[config.mk]
export PLATFORM = sky130hd
export DESIGN_NAME = wsdt_front
export DESIGN_NICKNAME = d
export VERILOG_FILES = /design/src/hw/rtl/wsdt_pkg.sv /design/src/hw/rtl/wsdt_front.sv
export SDC_FILE = /design/constraint.sdc
export NUM_CORES = 1
export LEC_CHECK = 0
export BUFFER_PORTS_ARGS = -buffer_cell sky130_fd_sc_hd__buf_2
export CAP_MARGIN = 20
export CORE_ASPECT_RATIO = 1.25
export CORE_MARGIN = 1
export CORE_UTILIZATION = 37
export DETAILED_ROUTE_END_ITERATION = 16
export PLACE_DENSITY_LB_ADDON = 0.2
export SLEW_MARGIN = 20
export SYNTH_ARGS = -nofsm -noshare
export SYNTH_HDL_FRONTEND = slang
export SYNTH_SLANG_ARGS = --single-unit
[constraint.sdc]
create_clock -name clk -period 5.9 [get_ports clk]
set_input_delay 1.18 -clock clk [delete_from_list [all_inputs] [get_ports clk]]
set_output_delay 1.18 -clock clk [all_outputs]
set_load 0.02 [all_outputs]
[src/hw/rtl/wsdt_pkg.sv]
// ----------------------------------------------------------------------------
// wsdt_pkg
// Shared types and constants of the station discovery table.
// ----------------------------------------------------------------------------
package wsdt_pkg;

  localparam int ApSlotsDefault      = 64;
  localparam int StationSlotsDefault = 64;
  localparam int MacW   = 48;
  localparam int RssiW  = 8;
  localparam int TimeW  = 32;
  localparam int SlotW  = 6;
  localparam int McastBit = 40;

  localparam logic [1:0] CmdApClear = 2'd0;
  localparam logic [1:0] CmdApAdd   = 2'd1;
  localparam logic [1:0] CmdFrame   = 2'd2;

  localparam logic [1:0] FtypeMgmt  = 2'd0;
  localparam logic [1:0] FtypeData  = 2'd2;
  localparam logic [3:0] FsubProbeReq = 4'd4;

  typedef enum logic [2:0] {
    ACT_IGNORED     = 3'd0,
    ACT_STA_UPDATED = 3'd1,
    ACT_STA_INSERT  = 3'd2,
    ACT_STA_FULL    = 3'd3,
    ACT_AP_ADDED    = 3'd4,
    ACT_AP_FULL     = 3'd5,
    ACT_AP_CLEARED  = 3'd6
  } action_t;

  typedef enum logic [1:0] {
    OP_AP_CLEAR = 2'd0,
    OP_AP_ADD   = 2'd1,
    OP_FRAME    = 2'd2,
    OP_NOP      = 2'd3
  } op_t;

  typedef struct packed {
    op_t               op;
    logic              probe;
    logic [MacW-1:0]   addr_one;
    logic [MacW-1:0]   addr_two;
    logic [RssiW-1:0]  rssi;
    logic [TimeW-1:0]  time_ms;
  } job_t;

  typedef struct packed {
    action_t           action;
    logic [SlotW-1:0]  slot;
    logic [MacW-1:0]   station_mac;
    logic [MacW-1:0]   assoc_bssid;
    logic              bssid_known;
  } result_t;

endpackage

[src/hw/rtl/wsdt_front.sv]
// ----------------------------------------------------------------------------
// wsdt_front
// Accept input words, classify them and push jobs into a two-entry queue.
// ----------------------------------------------------------------------------
module wsdt_front (
  input  logic              clk,
  input  logic              rst,
  input  logic              sniff_enable,
  input  logic              s_tvalid,
  output logic              s_tready,
  input  logic [1:0]        cmd,
  input  logic [1:0]        frame_type,
  input  logic [3:0]        frame_subtype,
  input  logic [47:0]       addr_one,
  input  logic [47:0]       addr_two,
  input  logic [7:0]        rssi,
  input  logic [31:0]       time_ms,
  output logic              job_valid,
  input  logic              job_ready,
  output wsdt_pkg::job_t    job
);

  wsdt_pkg::job_t q [2];
  logic           rd_ptr;
  logic           wr_ptr;
  logic [1:0]     fill;
  wsdt_pkg::job_t in_job;
  logic           push;
  logic           pop;

  always_comb begin
    in_job.addr_one = addr_one;
    in_job.addr_two = addr_two;
    in_job.rssi     = rssi;
    in_job.time_ms  = time_ms;
    in_job.probe    = (frame_type == wsdt_pkg::FtypeMgmt) &&
                      (frame_subtype == wsdt_pkg::FsubProbeReq);
    in_job.op       = wsdt_pkg::OP_NOP;
    if (cmd == wsdt_pkg::CmdApClear) begin
      in_job.op = wsdt_pkg::OP_AP_CLEAR;
    end else if (cmd == wsdt_pkg::CmdApAdd) begin
      in_job.op = wsdt_pkg::OP_AP_ADD;
    end else if (cmd == wsdt_pkg::CmdFrame && sniff_enable &&
                 (in_job.probe || frame_type == wsdt_pkg::FtypeData)) begin
      in_job.op = wsdt_pkg::OP_FRAME;
    end
  end

  assign s_tready  = (fill != 2'd2);
  assign push      = s_tvalid && s_tready;
  assign job_valid = (fill != 2'd0);
  assign pop       = job_valid && job_ready;
  assign job       = q[rd_ptr];

  always_ff @(posedge clk) begin
    if (push) begin
      q[wr_ptr] <= in_job;
    end
    if (rst) begin
      rd_ptr <= 1'b0;
      wr_ptr <= 1'b0;
      fill   <= 2'd0;
    end else begin
      if (push) wr_ptr <= ~wr_ptr;
      if (pop) rd_ptr <= ~rd_ptr;
      fill <= fill + {1'b0, push} - {1'b0, pop};
    end
  end

  a_fill_range: assert property (@(posedge clk) disable iff (rst) fill <= 2'd2)
    else $error("queue overfilled");
  a_no_pop_empty: assert property (@(posedge clk) disable iff (rst)
    (fill == 2'd0) |-> !pop) else $error("pop from empty queue");
  a_no_push_full: assert property (@(posedge clk) disable iff (rst)
    (fill == 2'd2) |-> !push) else $error("push into full queue");

endmodule

==> reports/results.ini, run 1 <==
[run_status]
outcome = finished, final reports clean

[clocking]
clk_latency_ps = 530
h-tree-depth = 1
cts.sinks = 283
clk_pin_slew_ps = 60
clockBufferDepth = 3
cts_resized = 0
cts_root_buf = clkbuf_16
cts_tree = yes
cts_buffers = 28
holdBufCountCts = 0
postCtsSetupBuffers = 0

[critical_path]
critPathLaunchType = flop
reg2reg_depth = 4
required_ps = 4720
critical_path_buf_inv_count = 2
cp_slowest_cell = dfxtp_4
cp.depth = 3
max_stage_delay_ps = 910
critPathTopFamily = flip-flops
setup.worst_path.end = job[68]
cp-end-kind = output port
worstSetupPathType = reg2out
cp_data_arrival_time_ps = 2540
r2r-start = fill[0]
reg2reg_to = q[0][70]
cp_cell_sequence = buf_12 > mux2_2 > buf_2
critPathMaxFanout = 76
reg2reg_slack_ps = 3420

[drt]
totalWireLength_mm = 20.8
wire_per_inst_um = 18.1
ant_nets = 0
vias = 5346
drt_iter0_drc = 187
dr.pass1.iters = 6
vias_per_cell = 4.66
drc = 0

[final_layout]
num-nets-final = 925
area_growth_pct = 27.3
post-route-util = 0.478
layout.cells.non_filler = 1148
fillers = 2379
drive_gt1_frac = 0.598

[floorplanning]
die_h_um = 189
start_util = 0.376
die_area_mm2 = 0.0286
rows = 68
core_area_mm2 = 0.0275
die_width_um = 151
num_io_pins = 290

[worst_hold_path]
holdPathStages = 2
hold_path_class = reg2reg

[timing]
finClkSkew_ps = 7.30
hold_viol = 0
setup_viol = 0
period_minus_slack_ps = 3720
rsz0062_at_grt = false
timing.final.ws_setup_ps = 2180
period_share = 0.631
relSlewSlack = 0.322
tightestPinTransition_ps = 1020
drv_slew = 0
clock.fmax_mhz = 269
fin_tns_setup_ps = 0

[power_and_ir_drop]
switching_power_mw = 1.51
pwr-share-seq = 0.455
switching_share = 0.269
clkPwrFrac = 0.335
leakagePower_nw = 4.87
pwr_density_cell_mw_per_mm2 = 426
finalPower_mw = 5.59
irDropWorstVdd_uv = 304
comb_power_share = 0.210
cell_internal_pwr_mw = 4.09

[synth]
synth_commonest_cells = 278 x edfxtp_1, 140 x mux2_2, 12 x buf_4, 5 x dfxtp_1, 5 x nor2_1
seq_area_frac_synth = 0.819
yosys.area.top_type = edfxtp_1
ys.flop_type = edfxtp_1
post-synth-top-area-fraction = 0.809
synthesis.area_mm2 = 0.0103
synth-edff-count = 278
syn_inst = 469
synth_seq_cells = 283
avgSynthCellArea_um2 = 22.0
async_reset_ff_frac = 0
syn_nets = 619
yosys_warnings = 0
synthTopCellsByArea = edfxtp_1 81%, mux2_2 15%, dfxtp_1 0.97%, buf_4 0.87%, a21bo_2 0.19%
ys_types = 24
synth_most_common_cell = edfxtp_1

[global_route]
antenna_found_initial = 3
grt_remaining_overflow = 0
grt_start_max_net_pins = 114
grt_pass1_vias = 5720
grt.total_usage = 0.140
grt_pass1_wl_mm = 30.7

[flow_run]
max_cap_viol_count = 0

[placement]
post-place-ws_ps = 2590
place_hpwl_mm = 13.5
placedCellCount = 1095
port_buffers = 289
gp_congestion = 0.713

## kinds of logic after synthesis
logic type      Yosys count  share of synthesized area
compound gates            9                    0.00618
xor+xnor                  1                   0.000849
fa+ha+maj                 1                    0.00121
buf+inv                  19                     0.0116
flops                   283                      0.819
mux                     140                      0.153
simple gates             16                    0.00873
## tightest hold or removal path, stage by stage, from the launching register on
cell     delay (ps)
dfxtp_1         320
xor2_1           80
nor2_1           70
## stage by stage
| stage | hold WS (ps) | instance area (µm²) |
|---|---|---|
| after floorplan | 472 | 10300 |
| after global placement | 486 | 12200 |
| after detailed placement | 495 | 12200 |
| after CTS | 514 | 13100 |
| after global routing | 568 | 13100 |
| final | 509 | 13100 |
## sequential cells by signal (all words and copies together), names as in the netlist, named ones only
name / flops
q: 278
wr_ptr: 1
rd_ptr: 1
fill: 2
## power by group through the flow
stage                     clock network, mW  logic (mW)  registers, mW
after floorplan                           0       0.856           2.54
after global placement                    0        1.18           2.58
after detailed placement                  0        1.19           2.59
after CTS                              1.92        1.20           2.55
after global routing                   1.99        1.25           2.57
final                                  1.87        1.17           2.54
## routing by layer
layer  wire [µm]  GRT usage  part of all wire  up-vias
met1        7250      0.147              0.35     2643
met4         522     0.0523             0.025        4
li1            -          -                 -     2477
met2       11500      0.263              0.56      179
met3        1450     0.0356             0.070       43
met5          20          0           0.00096        -
## worst min-delay path by stage
stage / start / to / slack [ps]
after floorplan: rd_ptr / flop / 470
after global placement: rd_ptr / rd_ptr / 490
after detailed placement: rd_ptr / rd_ptr / 500
after CTS: rd_ptr / rd_ptr / 510
after global routing: rd_ptr / rd_ptr / 570
final: rd_ptr / rd_ptr / 510
## cell type report
cell class	instances	area, µm²	area share
well taps	350	438	0.0333
inverters	3	18.8	0.00143
clock inverters	15	219	0.0167
multi-input cells	167	1760	0.134
clock buffers	37	756	0.0575
repair buffers	292	1490	0.114
diodes	1	2.50	0.000190
flip-flops and latches	283	8450	0.643
## placed cells by master, fill, tap and decap left out, drive strengths merged, types with 2 or more instances in the layout
| cell | instances |
|---|---|
| a21bo | 2 |
| a21oi | 2 |
| buf | 292 |
| bufinv | 6 |
| clkbuf | 37 |
| clkinv | 9 |
| dfxtp | 5 |
| edfxtp | 278 |
| inv | 3 |
| mux2 | 140 |
| nand2b | 2 |
| nor2 | 5 |
| nor2b | 3 |
| o21ai | 2 |
No activity file was read; power rests on OpenSTA's default activity.
==> run 2: changes to the inputs <==
==> constraint.sdc (replaced) <==
create_clock -name clk -period 3.7 [get_ports clk]
set_input_delay 0.74 -clock clk [delete_from_list [all_inputs] [get_ports clk]]
set_output_delay 0.74 -clock clk [all_outputs]
set_load 0.02 [all_outputs]
==> run 2 against run 1 <==
- cell count is essentially flat
- critical path depth unchanged
- routed wire length is 1.5% lower
- die area stayed put
- via count decreased by 0.47%
- clock power rose by 48%
- sequential power rose by 58%
- clock skew rose by 2.6 ps
- critical path type unchanged
- critical endpoint is now job[67]
==> reports/results.ini, run 2 (same netlist as run 1, synthesis figures left out) <==
[run_status]
outcome = finished, final reports clean

[final_layout]
layout.cells.non_filler = 1147  ; -0.087%
area_growth_pct = 27.1
final_cell_mix = 289 x buf_2, 278 x edfxtp_1, 140 x mux2_2, 27 x clkbuf_16
largest_reg_flops = 278  ; unchanged
num-nets-final = 928  ; +0.32%
final_common_cell = buf_2
top_register = q
post-route-util = 0.477  ; -0.000728
top_regs = q (278), fill (2)
drive_gt1_frac = 0.604  ; +0.00528

[global_route]
antenna_found_initial = 4  ; +1
grt_pass1_wl_mm = 30.4  ; -0.95%
grtUsageMet2 = 0.244  ; -0.0186
top_usage_layer = met2
grt_start_max_net_pins = 75  ; -34%
use_met3 = 0.0412  ; +0.00557
grt_remaining_overflow = 0  ; unchanged
grt.total_usage = 0.139  ; -0.00146
grt_use_met1 = 0.157  ; +0.0104
grt_pass1_vias = 5678  ; -0.73%

[floorplanning]
start_util = 0.376  ; unchanged
die_h_um = 189  ; unchanged
die_width_um = 151  ; unchanged
core_area_mm2 = 0.0275  ; unchanged
die_area_mm2 = 0.0286  ; unchanged
rows = 68  ; unchanged
num_io_pins = 290  ; unchanged

[critical_path]
worstSetupPathType = reg2out
r2r-start = fill[0]
reg2reg_slack_ps = 1960  ; -1460 ps
required_ps = 2960  ; -1760 ps
critPathLaunchType = flop
cp_data_arrival_time_ps = 2180  ; -360 ps
critPathMaxFanout = 74  ; -2.6%
cp-end-kind = output port

[timing]
relSlewSlack = 0.698  ; +0.376
fin_tns_setup_ps = 0  ; unchanged
period_minus_slack_ps = 2920
setup_viol = 0  ; unchanged
hold_viol = 0  ; unchanged
rsz0062_at_grt = false
clock.fmax_mhz = 342
finClkSkew_ps = 9.93  ; +2.63 ps
tightestPinTransition_ps = 452  ; -564 ps
drv_slew = 0  ; unchanged
period_share = 0.791
whs_ps = 403  ; -106 ps

[worst_hold_path]
hold_path_class = in2reg
hold_start = time_ms[25]

[drt]
dr.pass1.iters = 4  ; -2
drc = 0  ; unchanged
ant_nets = 0  ; unchanged
vias_per_cell = 4.64  ; -0.38%
wire_per_inst_um = 17.8  ; -1.4%
totalWireLength_mm = 20.5  ; -1.5%
drt_iter0_drc = 220  ; +18%
vias = 5321  ; -0.47%

[clocking]
cts_root_buf = clkbuf_16
clk_pin_slew_ps = 60  ; about the same
cts_buffers = 27  ; -3.6%
h-tree-depth = 1  ; unchanged
clockBufferDepth = 3  ; unchanged
postCtsSetupBuffers = 0  ; unchanged
cts.sinks = 283  ; unchanged
cts_resized = 0  ; unchanged
clk_latency_ps = 530  ; about the same
holdBufCountCts = 0  ; unchanged
cts_tree = yes

[power_and_ir_drop]
leakagePower_nw = 4.86  ; -0.31%
pwr_density_cell_mw_per_mm2 = 665  ; +56%
irDropWorstVdd_uv = 478  ; +57%

[placement]
place_hpwl_mm = 13.5  ; +0.26%
placedCellCount = 1099  ; +0.37%
port_buffers = 289  ; unchanged
gp_congestion = 0.713  ; about the same

[flow_run]
max_cap_viol_count = 0  ; unchanged

-- run 2: cell count changes in the layout (fill, tap and decap cells not counted), sizes merged --
cell,before,now
buf,292,296
bufinv,6,5
clkbuf,37,30
clkinv,9,10
clkinvlp,0,2
diode,1,2
inv,3,2
-- run 2: cell type report --
class,instances,area [µm²]
timing repair buffer,296,1560
multi-input combinational,167,1760
clock inverter,16,201
fill,2358,14400
clock buffer,30,687
antenna,2,5.00
tap,350,438
inverter,3,15.0
sequential,283,8450
-- run 2: path summary, 6_finish.rpt --
kind / to / cells after the start
setup reg to reg: q[0][118] / 4
setup / recovery: job[67] / 3
hold reg to reg: rd_ptr / 2
hold / removal: q[1][25] / 1
-- run 2: routing by layer --
layer,up-vias,wire length [µm]
li1,2475,-
met1,2612,7490
met2,186,10700
met3,44,1720
met4,4,500
met5,-,27
-- run 2: metrics by stage --
stage | total power, mW | setup WS, ps | area (µm²)
finish | 8.72 | 775 | 13100
global route | 9.07 | 638 | 13100
detailed placement | 6.05 | 1280 | 12200
CTS | 8.85 | 711 | 13100
floorplan | 5.40 | 369 | 10300
global placement | 6.02 | 1300 | 12200
-- run 2: critical path: stages, from the launching register on --
cell and delay, ps:
dfxtp_4 630, buf_12 390, mux2_2 400, buf_2 160
-- run 2: where the power goes --
part	internal [mW]	switching (mW)	leakage [nW]	total, mW
logic	0.788	1.15	1.78	1.94
clock network	1.67	1.10	0.434	2.77
registers	3.90	0.115	2.64	4.01
total	6.36	2.36	4.86	8.72
